<file path="src/bmhpq_pkg.sv">
`timescale 1ns / 1ps
// ----------------------------------------------------------------------------
// bmhpq_pkg - shared definitions for the binary max-heap priority queue
// Operation and status codes, field widths and the result record that the
// heap sequencer hands to the output stage.
// ----------------------------------------------------------------------------
package bmhpq_pkg;

	// default number of heap entries
	localparam int CAPACITY_DEF = 16;

	// field widths
	localparam int VAL_W = 32;
	localparam int OP_W  = 2;
	localparam int STS_W = 2;
	localparam int CNT_W = 5;

	// operation codes
	localparam logic [OP_W-1:0] OP_INSERT  = 2'd0;
	localparam logic [OP_W-1:0] OP_REMOVE  = 2'd1;
	localparam logic [OP_W-1:0] OP_APPEND  = 2'd2;
	localparam logic [OP_W-1:0] OP_HEAPIFY = 2'd3;

	// status codes
	localparam logic [STS_W-1:0] STS_OK    = 2'd0;
	localparam logic [STS_W-1:0] STS_EMPTY = 2'd1;
	localparam logic [STS_W-1:0] STS_FULL  = 2'd2;

	// one result transaction
	typedef struct packed {
		logic signed [VAL_W-1:0] removed_value;
		logic [STS_W-1:0]        status;
		logic [CNT_W-1:0]        count;
		logic signed [VAL_W-1:0] root_value;
	} res_t;

endpackage

</file>
<file path="src/binary_max_heap_priority_queue_unit.sv">
`timescale 1ns / 1ps
// ----------------------------------------------------------------------------
// binary_max_heap_priority_queue_unit - max-heap priority queue
// Insert, remove max, unordered append and full heapify on a store of signed
// 32-bit values; one result transaction per request transaction.
//
//   channel | signals                                        | dir
//   --------+------------------------------------------------+-----
//   req     | req_valid, req_stall, op, value                | in
//   rsp     | rsp_valid, rsp_stall, removed_value, status,   | out
//           | count, root_value                              |
//
// One request at a time. Append and the full or empty cases go straight to
// the done step; insert moves the new value up one parent at a time until it
// meets a parent that is not smaller or reaches the root; remove and heapify
// sift an element down one level at a time. The pace is set by the single
// read port of the heap memory, one registered read per cycle. Reset empties
// the heap at once; no clearing pass. A new request is taken while the
// previous result waits in the output register; a stalled result holds the
// sequencer in its done step.
// ----------------------------------------------------------------------------
module binary_max_heap_priority_queue_unit #(
	parameter int CAPACITY = bmhpq_pkg::CAPACITY_DEF
) (
	input  logic                                 clk,
	input  logic                                 arst_n,
	input  logic                                 req_valid,
	output logic                                 req_stall,
	input  logic [bmhpq_pkg::OP_W-1:0]           op,
	input  logic signed [bmhpq_pkg::VAL_W-1:0]   value,
	output logic                                 rsp_valid,
	input  logic                                 rsp_stall,
	output logic signed [bmhpq_pkg::VAL_W-1:0]   removed_value,
	output logic [bmhpq_pkg::STS_W-1:0]          status,
	output logic [bmhpq_pkg::CNT_W-1:0]          count,
	output logic signed [bmhpq_pkg::VAL_W-1:0]   root_value
);

	logic            idle;
	logic            done;
	logic            take;
	logic            rsp_valid_q;
	bmhpq_pkg::res_t res;
	bmhpq_pkg::res_t res_q;

	bmhpq_core #(
		.CAPACITY (CAPACITY)
	) u_core (
		.clk    (clk),
		.arst_n (arst_n),
		.start  (req_valid && idle),
		.op     (op),
		.value  (value),
		.idle   (idle),
		.done   (done),
		.take   (take),
		.res    (res)
	);

	assign req_stall = !idle;

	// output register loads when empty or being drained
	assign take = done && (!rsp_valid_q || !rsp_stall);

	always_ff @(posedge clk or negedge arst_n) begin
		if (!arst_n) begin
			rsp_valid_q <= 1'b0;
		end else if (take) begin
			rsp_valid_q <= 1'b1;
		end else if (!rsp_stall) begin
			rsp_valid_q <= 1'b0;
		end
	end

	always_ff @(posedge clk) begin
		if (take) begin
			res_q <= res;
		end
	end

	assign rsp_valid     = rsp_valid_q;
	assign removed_value = res_q.removed_value;
	assign status        = res_q.status;
	assign count         = res_q.count;
	assign root_value    = res_q.root_value;

endmodule

</file>
<file path="src/bmhpq_core.sv">
`timescale 1ns / 1ps
// ----------------------------------------------------------------------------
// bmhpq_core - heap store and operation sequencer
// Holds the heap in a single-port-write, single-port-read synchronous memory
// and walks it one level at a time. The moving element stays in a register
// (hole method) and is written once when its final position is found.
// ----------------------------------------------------------------------------
module bmhpq_core #(
	parameter int CAPACITY = bmhpq_pkg::CAPACITY_DEF
) (
	input  logic                                 clk,
	input  logic                                 arst_n,
	input  logic                                 start,
	input  logic [bmhpq_pkg::OP_W-1:0]           op,
	input  logic signed [bmhpq_pkg::VAL_W-1:0]   value,
	output logic                                 idle,
	output logic                                 done,
	input  logic                                 take,
	output bmhpq_pkg::res_t                      res
);

	localparam int CW = $clog2(CAPACITY + 1);  // element count
	localparam int PW = CW + 1;                // heap position incl. children
	localparam int AW = $clog2(CAPACITY);      // memory address

	localparam logic [3:0] S_IDLE    = 4'd0;
	localparam logic [3:0] S_UP_CHK  = 4'd1;
	localparam logic [3:0] S_UP_CMP  = 4'd2;
	localparam logic [3:0] S_RM_WAIT = 4'd3;
	localparam logic [3:0] S_HP_RD   = 4'd4;
	localparam logic [3:0] S_HP_WAIT = 4'd5;
	localparam logic [3:0] S_DN_L    = 4'd6;
	localparam logic [3:0] S_DN_R    = 4'd7;
	localparam logic [3:0] S_DN_CMP  = 4'd8;
	localparam logic [3:0] S_DN_MV   = 4'd9;
	localparam logic [3:0] S_DN_END  = 4'd10;
	localparam logic [3:0] S_DONE    = 4'd11;

	logic [3:0]                            state_q;
	logic [CW-1:0]                         cnt_q;
	logic [CW-1:0]                         hp_q;
	logic [PW-1:0]                         pos_q;
	logic [PW-1:0]                         bpos_q;
	logic signed [bmhpq_pkg::VAL_W-1:0]    cur_q;
	logic signed [bmhpq_pkg::VAL_W-1:0]    best_q;
	logic signed [bmhpq_pkg::VAL_W-1:0]    root_q;
	logic signed [bmhpq_pkg::VAL_W-1:0]    removed_q;
	logic [bmhpq_pkg::STS_W-1:0]           status_q;
	logic [bmhpq_pkg::OP_W-1:0]            op_q;

	// memory and its ports
	logic signed [bmhpq_pkg::VAL_W-1:0]    mem [CAPACITY];
	logic signed [bmhpq_pkg::VAL_W-1:0]    rdata_q;
	logic signed [bmhpq_pkg::VAL_W-1:0]    wdata;
	logic                                  we;
	logic [PW-1:0]                         wpos;
	logic [PW-1:0]                         rpos;
	logic [PW-1:0]                         wpos_m1;
	logic [PW-1:0]                         rpos_m1;
	logic [AW-1:0]                         waddr;
	logic [AW-1:0]                         raddr;

	// position arithmetic
	logic [PW-1:0]                         cnt_ext;
	logic [PW-1:0]                         left;
	logic [PW-1:0]                         right;
	logic [PW-1:0]                         parent;
	logic                                  full;
	logic [bmhpq_pkg::CNT_W-1:0]           cnt5;

	assign cnt_ext = {1'b0, cnt_q};
	assign left    = {pos_q[PW-2:0], 1'b0};
	assign right   = {pos_q[PW-2:0], 1'b1};
	assign parent  = {1'b0, pos_q[PW-1:1]};
	assign full    = (cnt_ext >= PW'(CAPACITY));

	assign wpos_m1 = wpos - PW'(1);
	assign rpos_m1 = rpos - PW'(1);
	assign waddr   = wpos_m1[AW-1:0];
	assign raddr   = rpos_m1[AW-1:0];

	// memory port control
	always_comb begin
		we    = 1'b0;
		wpos  = PW'(1);
		wdata = cur_q;
		rpos  = PW'(1);
		case (state_q)
			S_IDLE: begin
				if (start && op == bmhpq_pkg::OP_APPEND && !full) begin
					we    = 1'b1;
					wpos  = cnt_ext + PW'(1);
					wdata = value;
				end
				rpos = cnt_ext;
			end
			S_UP_CHK: begin
				if (pos_q == PW'(1)) begin
					we = 1'b1;
				end
				rpos = parent;
			end
			S_UP_CMP: begin
				we   = 1'b1;
				wpos = pos_q;
				if (cur_q > rdata_q) begin
					wdata = rdata_q;
				end
			end
			S_HP_RD: begin
				rpos = {1'b0, hp_q};
			end
			S_DN_L: begin
				if (left > cnt_ext) begin
					we   = 1'b1;
					wpos = pos_q;
				end
				rpos = left;
			end
			S_DN_R: begin
				rpos = right;
			end
			S_DN_MV: begin
				we   = 1'b1;
				wpos = pos_q;
				if (bpos_q != pos_q) begin
					wdata = best_q;
				end
			end
			default: begin
			end
		endcase
	end

	// heap store, registered read
	always_ff @(posedge clk) begin
		if (we) begin
			mem[waddr] <= wdata;
		end
		rdata_q <= mem[raddr];
	end

	// copy of position 1, kept current on every root write
	always_ff @(posedge clk) begin
		if (we && wpos == PW'(1)) begin
			root_q <= wdata;
		end
	end

	// sequencer
	always_ff @(posedge clk or negedge arst_n) begin
		if (!arst_n) begin
			state_q <= S_IDLE;
			cnt_q   <= '0;
		end else begin
			case (state_q)
				S_IDLE: begin
					if (start) begin
						op_q      <= op;
						removed_q <= '0;
						status_q  <= bmhpq_pkg::STS_OK;
						case (op)
							bmhpq_pkg::OP_INSERT: begin
								if (full) begin
									status_q <= bmhpq_pkg::STS_FULL;
									state_q  <= S_DONE;
								end else begin
									cnt_q   <= cnt_q + CW'(1);
									cur_q   <= value;
									pos_q   <= cnt_ext + PW'(1);
									state_q <= S_UP_CHK;
								end
							end
							bmhpq_pkg::OP_APPEND: begin
								if (full) begin
									status_q <= bmhpq_pkg::STS_FULL;
								end else begin
									cnt_q <= cnt_q + CW'(1);
								end
								state_q <= S_DONE;
							end
							bmhpq_pkg::OP_REMOVE: begin
								if (cnt_q == '0) begin
									status_q <= bmhpq_pkg::STS_EMPTY;
									state_q  <= S_DONE;
								end else begin
									removed_q <= root_q;
									cnt_q     <= cnt_q - CW'(1);
									pos_q     <= PW'(1);
									state_q   <= S_RM_WAIT;
								end
							end
							default: begin
								hp_q <= cnt_q >> 1;
								if ((cnt_q >> 1) == '0) begin
									state_q <= S_DONE;
								end else begin
									state_q <= S_HP_RD;
								end
							end
						endcase
					end
				end
				// last element arrives; it becomes the moving element at the root
				S_RM_WAIT: begin
					cur_q <= rdata_q;
					if (cnt_q == '0) begin
						state_q <= S_DONE;
					end else begin
						state_q <= S_DN_L;
					end
				end
				S_UP_CHK: begin
					if (pos_q == PW'(1)) begin
						state_q <= S_DONE;
					end else begin
						state_q <= S_UP_CMP;
					end
				end
				// parent moves down when strictly smaller
				S_UP_CMP: begin
					if (cur_q > rdata_q) begin
						pos_q   <= parent;
						state_q <= S_UP_CHK;
					end else begin
						state_q <= S_DONE;
					end
				end
				S_HP_RD: begin
					pos_q   <= {1'b0, hp_q};
					state_q <= S_HP_WAIT;
				end
				S_HP_WAIT: begin
					cur_q   <= rdata_q;
					state_q <= S_DN_L;
				end
				S_DN_L: begin
					if (left > cnt_ext) begin
						state_q <= S_DN_END;
					end else begin
						state_q <= S_DN_R;
					end
				end
				// left child data is here
				S_DN_R: begin
					if (rdata_q > cur_q) begin
						best_q <= rdata_q;
						bpos_q <= left;
					end else begin
						best_q <= cur_q;
						bpos_q <= pos_q;
					end
					if (right > cnt_ext) begin
						state_q <= S_DN_MV;
					end else begin
						state_q <= S_DN_CMP;
					end
				end
				// right child data is here
				S_DN_CMP: begin
					if (rdata_q > best_q) begin
						best_q <= rdata_q;
						bpos_q <= right;
					end
					state_q <= S_DN_MV;
				end
				S_DN_MV: begin
					if (bpos_q == pos_q) begin
						state_q <= S_DN_END;
					end else begin
						pos_q   <= bpos_q;
						state_q <= S_DN_L;
					end
				end
				// next parent for heapify, else finish
				S_DN_END: begin
					if (op_q == bmhpq_pkg::OP_HEAPIFY && hp_q > CW'(1)) begin
						hp_q    <= hp_q - CW'(1);
						state_q <= S_HP_RD;
					end else begin
						state_q <= S_DONE;
					end
				end
				S_DONE: begin
					if (take) begin
						state_q <= S_IDLE;
					end
				end
				default: begin
					state_q <= S_IDLE;
				end
			endcase
		end
	end

	// count field is the low five bits
	generate
		if (CW >= bmhpq_pkg::CNT_W) begin : g_cnt_trunc
			assign cnt5 = cnt_q[bmhpq_pkg::CNT_W-1:0];
		end else begin : g_cnt_ext
			assign cnt5 = {{(bmhpq_pkg::CNT_W - CW){1'b0}}, cnt_q};
		end
	endgenerate

	assign idle              = (state_q == S_IDLE);
	assign done              = (state_q == S_DONE);
	assign res.removed_value = removed_q;
	assign res.status        = status_q;
	assign res.count         = cnt5;
	assign res.root_value    = (cnt_q != '0) ? root_q : '0;

endmodule
</file>
<file path="config.mk">
export PLATFORM = sky130hd
export DESIGN_NAME = binary_max_heap_priority_queue_unit
export DESIGN_NICKNAME = d
export VERILOG_FILES = /design/src/bmhpq_pkg.sv /design/src/binary_max_heap_priority_queue_unit.sv /design/src/bmhpq_core.sv
export SDC_FILE = /design/constraint.sdc
export NUM_CORES = 1
export LEC_CHECK = 0
export ABC_CLOCK_PERIOD_IN_PS = 11900
export BUFFER_PORTS_ARGS = -buffer_cell sky130_fd_sc_hd__clkbuf_2
export CORE_ASPECT_RATIO = 1.5
export CORE_MARGIN = 10
export CORE_UTILIZATION = 65
export CTS_BUF_LIST = sky130_fd_sc_hd__clkbuf_4 sky130_fd_sc_hd__clkbuf_8
export CTS_CLUSTER_SIZE = 8
export DETAILED_ROUTE_END_ITERATION = 10
export PLACE_DENSITY_LB_ADDON = 0.3
export SYNTH_ARGS = -nofsm -noshare
export SYNTH_HDL_FRONTEND = slang
export SYNTH_SLANG_ARGS = --single-unit
</file>
<file path="constraint.sdc">
create_clock -name clk -period 11.9 [get_ports clk]
set_input_delay 0 -clock clk [delete_from_list [all_inputs] [get_ports clk]]
set_output_delay 0 -clock clk [all_outputs]
set_load 0.02 [all_outputs]
</file>
; Word level (Yosys, flattened, before mapping)
; Memory sizes are Yosys's and may differ from the RTL's. A register that Yosys moved wholly into a read port is not among the register bits.
; Cells that the tools add are included.
[classes]
n_addsub = 6
multipliers = 0
n_div = 0
n_lt_le_gt_ge = 7
eq_ne = 33
shift = 0
mux = 57
bitwise = 1
n_reduce_logical = 33
[op_table]
columns = op, n
row1 = 2-to-1 mux 32 bit, 8
row2 = case mux 32 bit (2 select lines), 2
row3 = > comparator 32 bit, 3
row4 = case mux 32 bit (3 select lines), 1
row5 = 2-to-1 mux 6 bit, 9
row6 = case mux 4 bit (12 select lines), 1
row7 = 2-to-1 mux 4 bit, 11
row8 = 2-to-1 mux 5 bit, 5
row9 = case mux 6 bit (2 select lines), 2
row10 = case mux 6 bit (4 select lines), 1
row11 = case mux 4 bit (5 select lines), 1
row12 = case mux 5 bit (2 select lines), 2
row13 = case mux 6 bit (3 select lines), 1
row14 = "== test 4 x 3 -> 1 bit, second input constant", 4
row15 = "== test 4 bit, second input constant", 4
row16 = AND reduction 5 bit, 3
row17 = "inequality test 2 x 1 -> 1 bit, second input constant", 7
row18 = "== test 6 x 1 -> 1 bit, second input constant", 2
row19 = > comparator 6 x 5 -> 1 bit, 2
row20 = case mux 4 bit (3 select lines), 1
row21 = logical NOT 5 bit, 2
row22 = "inequality test 2 bit, second input constant", 5
row23 = "subtractor 5 x 1 -> 5 bit, second input constant", 2
row24 = 2-to-1 mux 1 bit, 9
row25 = other kinds (30), 49
[totals]
register_bits = 230
latch_bits = 0
mem_bits_rw = 512
mem_bits_ro = 0
in_bits = 38
word_cells = 154
n_memories = 1
[memory_table]
columns = memory, depth, width, read_ports, rd_clocked_by_memory_dff, write_ports, line_no
row1 = u_core.mem, 16, 32, 1, 1, 1, bmhpq_core.sv:52  ; logic signed [bmhpq_pkg::VAL_W-1:0] mem [CAPACITY];

; Depth between registers and ports, before layout
[logic_depth]
ltp_word = 8
depth_mapped = 11
ltp_nobuf = 10

; Cells and area by module
; Synthesis repeated with hierarchy kept, for this count alone.
[hier_totals]
hier_cells = 1776
hier_area_um2 = 32353.5
[modules_own_cells]
columns = mod, instances, cells_per_inst, area_each_um2, seq_area_each_um2
row1 = bmhpq_core, 1, 1700, 30167.7, 20714.9
row2 = binary_max_heap_priority_queue_unit, 1, 76, 2185.8, 2157.1

; Worst setup path before layout
; Ideal clock, no wire load.
[synth_timing]
path_type = register to register
startpoint = register u_core.state_q[1]
endpoint = register res_q, in the netlist count[0], enable pin
setup_ns = 0.524
arrival_time_ns = 4.541
required_time_ns = 11.376
setup_slack_ns = 6.835
path_stages_with_launch = 7
path_cell_list = dfrtp_1 > buf_4 > clkbuf_1 > nand2_1 > inv_1 > nand2_1 > a21oi_1
[synth_via]
elab_chain_len = 2
[synth_lines]
columns = element, line_no
row1 = start: declaration, bmhpq_core.sv:39  ; logic [3:0] state_q;
row2 = start signal: assignment, bmhpq_core.sv:153  ; state_q <= S_IDLE;
row3 = start signal: assignment, bmhpq_core.sv:166  ; state_q <= S_DONE;
row4 = start signal: assignment, bmhpq_core.sv:171  ; state_q <= S_UP_CHK;
row5 = == test 4 bit, bmhpq_core.sv:306  ; assign done = (state_q == S_DONE);
row6 = logical AND 1 bit, binary_max_heap_priority_queue_unit.sv:63  ; assign take = done && (!rsp_valid_q || !rsp_stall);
row7 = via take, binary_max_heap_priority_queue_unit.sv:41  ; logic take;
row8 = end signal: assignment, binary_max_heap_priority_queue_unit.sv:77  ; res_q <= res;
row9 = end: declaration, binary_max_heap_priority_queue_unit.sv:44  ; bmhpq_pkg::res_t res_q;
; The timed path passes the listed nets, and every way through them passes these cells.
; A chain may end at the register's enable or synchronous reset.

; Worst setup path in the final report
[layout_timing]
startpoint = register u_core.state_q[2]
endpoint = register u_core.rdata_q[28] (netlist bit), read port of u_core.mem
[layout_via]
elab_chain_len = 3
[layout_lines]
columns = element, line_no
row1 = "== test 4 x 3 -> 1 bit, or another cell as far along", bmhpq_core.sv:88  ; case (state_q)
row2 = case mux 4 bit (5 select lines) (*), bmhpq_core.sv:88
row3 = subtractor 4 x 1 -> 4 bit (*), bmhpq_core.sv:78  ; assign rpos_m1 = rpos - PW'(1);
row4 = end: declaration, bmhpq_core.sv:53  ; logic signed [bmhpq_pkg::VAL_W-1:0] rdata_q;
; Mark *: on every way between the ends. The rest lies on a longest branch, timed or not.

==> impl_metrics.csv <==
group,metric,value,unit
sta,tightest_slew,1.31,ns
sta,hold_viol_final,0,
synth,synthFlopType,"edfxtp_1",
outcome,status,"completed",
route,firstDrtPassIters,8,
synth,synth_commonest_cells,"edfxtp_1, mux4_2, nand2_1",
clocking,cts.sink_count,774,
grt,grt_pass1_wl,119,mm
placed_design,io_buffers,110,
grt,gr-total-overflow,0,
grt,grt_pass1_vias,19500,
synth,synth_top_area_frac,0.666,
placed_design,gp_congestion,0.970,
sta,period_share,0.393,
sta,finalSetupViolations,0,
worst_setup_path,worstSetupStartpointType,"register",
floorplan,dieArea,0.0604,mm²
synth,synth-async-reset-ratio,0.0129,
hold_path,hold_class,"in -> reg",
sta,rsz0062_at_grt,"false",
placed_design,hpwl,47.9,mm
floorplan,core_area,0.0504,mm²
worst_setup_path,critPathLaunch,"u_core.state_q[2]",
synth,synth_area_leaders,"edfxtp_1, mux4_2, ha_1",
power_and_ir_drop,ir_drop,0.374,mV
route,drt-initial-drc-count,2216,
worst_setup_path,ff2ff_setup_slack,7.22,ns
sta,layout_min_cycle_time,4.68,ns
synth,synth-edff-count,732,
sta,maxSlewHeadroom,0.128,
worst_setup_path,end_kind,"register",
synth,yosysMostFrequentCell,"edfxtp_1",
clocking,cts_setup_buffers,0,
power_and_ir_drop,pwr_density_cell,320,mW/mm²
grt,grt_max_degree,129,
synth,synth_nets,2057,
synth,ys_types,87,
clocking,clock_latency,0.72,ns
floorplan,start_util,0.655,
synth,syn_area_per_cell,17.0,µm²
clocking,path_clk_slew,0.06,ns
route,viasPerCell,6.47,
synth,ys_seq_area_frac,0.693,
worst_setup_path,crit_fanout,80,
job,maxCapViolations,0,
synth,yosysTopAreaCell,"edfxtp_1",
route,antenna_left,0,
layout,syn_to_final_growth,12.6,%
worst_setup_path,critical_path_class,"reg -> reg",
power_and_ir_drop,design_power_total,11.9,mW
route,wl_per_cell,26.9,µm
route,wirelength,78.4,mm
synth,syn_inst,1936,
grt,antenna_found_initial,2,
hold_path,min_from,"value[27]",
worst_setup_path,r2r_start,"u_core.state_q[2]",
synth,netlist_area,0.0330,mm²
synth,ys_warn_count,0,
route,vias,18800,
grt,track_usage,0.264,
layout,layout.nets,2271,
floorplan,die_y,296,µm
route,route.detailed.drc,0,
clocking,h-tree-depth,3,
clocking,numCtsBuffers,110,
layout,drive_gt1_frac,0.277,
sta,slew_violations,0,
clocking,root_buffer,"clkbuf_8",
clocking,cts_tree,"yes",
synth,synth_seq_cells,774,
worst_setup_path,required,12.46,ns
clocking,clockBufferDepth,3,
floorplan,fp-row-count,101,
worst_setup_path,worstPathArrival,5.24,ns
sta,max_freq,214,MHz
sta,finalClockSkew,0.0409,ns
power_and_ir_drop,power.leakage,13.3,nW
floorplan,die_w,204,µm
floorplan,ioPinCount,111,
sta,setup_tns,0,ns
-- metrics by stage --
step	util	cells	setup slack, ns	hold slack [ns]	cell area (µm²)
after floorplan	-	1936	6.84	-0.296	33000
after global placement	0.682	2660	7.30	-0.0323	34400
after detailed placement	0.682	2661	7.15	-0.0156	34400
after CTS	0.736	2903	7.20	0.0735	37100
after global routing	0.737	2912	7.00	0.128	37200
final	0.737	2913	7.22	0.128	37200
-- sequential cells by signal, indices dropped and copies added (netlist names), 2 cells and up --
name	count
u_core.bpos_q	6
u_core.pos_q	6
u_core.mem	512
count	5
u_core.root_q	32
u_core.hp_q	5
u_core.removed_q	32
u_core.best_q	32
u_core.state_q	4
u_core.rdata_q	32
status	2
removed_value	32
root_value	32
u_core.cnt5	5
u_core.cur_q	32
u_core.status_q	2
u_core.op_q	2
-- final cells by class --
class | instances | area, µm²
antenna | 2 | 5.00
clock buffer | 195 | 2180
clock inverter | 9 | 134
fill | 2870 | 13200
inverter | 119 | 447
multi-input combinational | 944 | 9360
sequential | 774 | 22900
tap | 669 | 837
timing repair buffer | 201 | 1350
-- cell families (layout without fill, tap and decap cells) --
| kind of cell | after synthesis | count (layout) | share of synthesized area |
|---|---|---|---|
| DFF | 774 | 774 | 0.693 |
| other | 0 | 2 | 0 |
| xor gates and xnor gates | 20 | 20 | 0.00553 |
| muxes | 198 | 198 | 0.126 |
| adders and majority gates | 83 | 83 | 0.0317 |
| AOI/OAI and AO/OA | 295 | 295 | 0.0599 |
| and+or+nand+nor | 348 | 348 | 0.0545 |
| buffers and inverters | 218 | 524 | 0.0297 |
-- path summary, 6_finish.rpt --
path                                 endpoint  depth (start not counted)
setup / recovery           u_core.rdata_q[28]                          9
hold / removal               u_core.cur_q[27]                          4
setup reg to reg           u_core.rdata_q[28]                          9
hold reg to reg             removed_value[30]                          0
max in group asynchronous   u_core.state_q[3]                          3
min in group asynchronous   u_core.state_q[2]                          3
-- report_power, final --
group | leakage [nW] | internal, mW | switching [mW]
Clock | 1.25 | 1.15 | 0.976
Combinational | 5.04 | 2.19 | 3.00
Sequential | 7.02 | 4.28 | 0.304
-- cell usage in the layout (no fill, tap or decap), types with 8 or more instances in the layout --
master / synthesis / routed
nand2_1: 136 / 136
nor2_1: 50 / 35
xor2_1: 10 / 10
a21o_1: 10 / 10
xnor2_1: 9 / 8
inv_1: 117 / 117
nor2b_1: 9 / 9
dfxtp_1: 32 / 32
buf_4: 4 / 51
a221o_1: 31 / 31
nor2_4: 0 / 15
clkbuf_4: 0 / 81
clkbuf_2: 0 / 110
ha_1: 82 / 81
a21oi_1: 74 / 73
and2_1: 34 / 34
a22oi_1: 23 / 23
dlygate4sd3_1: 0 / 38
a22oi_2: 11 / 11
edfxtp_1: 732 / 732
nor3_1: 12 / 9
o21ai_0: 98 / 98
mux4_2: 159 / 159
nand4_1: 11 / 11
dfrtp_1: 10 / 10
clkbuf_8: 0 / 115
nand3_1: 14 / 14
mux2_4: 30 / 30
and3_1: 38 / 38
-- timing repair --
action	4_1_cts	5_1_grt
resized for setup	0	0
endpoints found under the setup margin	0	0
hold endpoints to repair	68	0
hold buffers	38	0
-- critical path, cell delays in order, from the launching register on --
cell and delay, ns:
dfrtp_1 0.94, mux2_4 0.29, a21oi_1 0.06, o21ai_1 0.12
nor2b_1 0.26, inv_1 0.11, ha_4 0.74, buf_4 0.96
mux4_2 0.45, mux4_2 0.49
-- per-layer routing --
metal  global-route usage  share of wire  routed length [µm]
met5                    0              0                   0
met4                0.144          0.050                3880
met3               0.0514          0.086                6740
met2                0.446           0.51               40200
met1                0.318           0.35               27600
No activity file was read; power rests on OpenSTA's default activity.
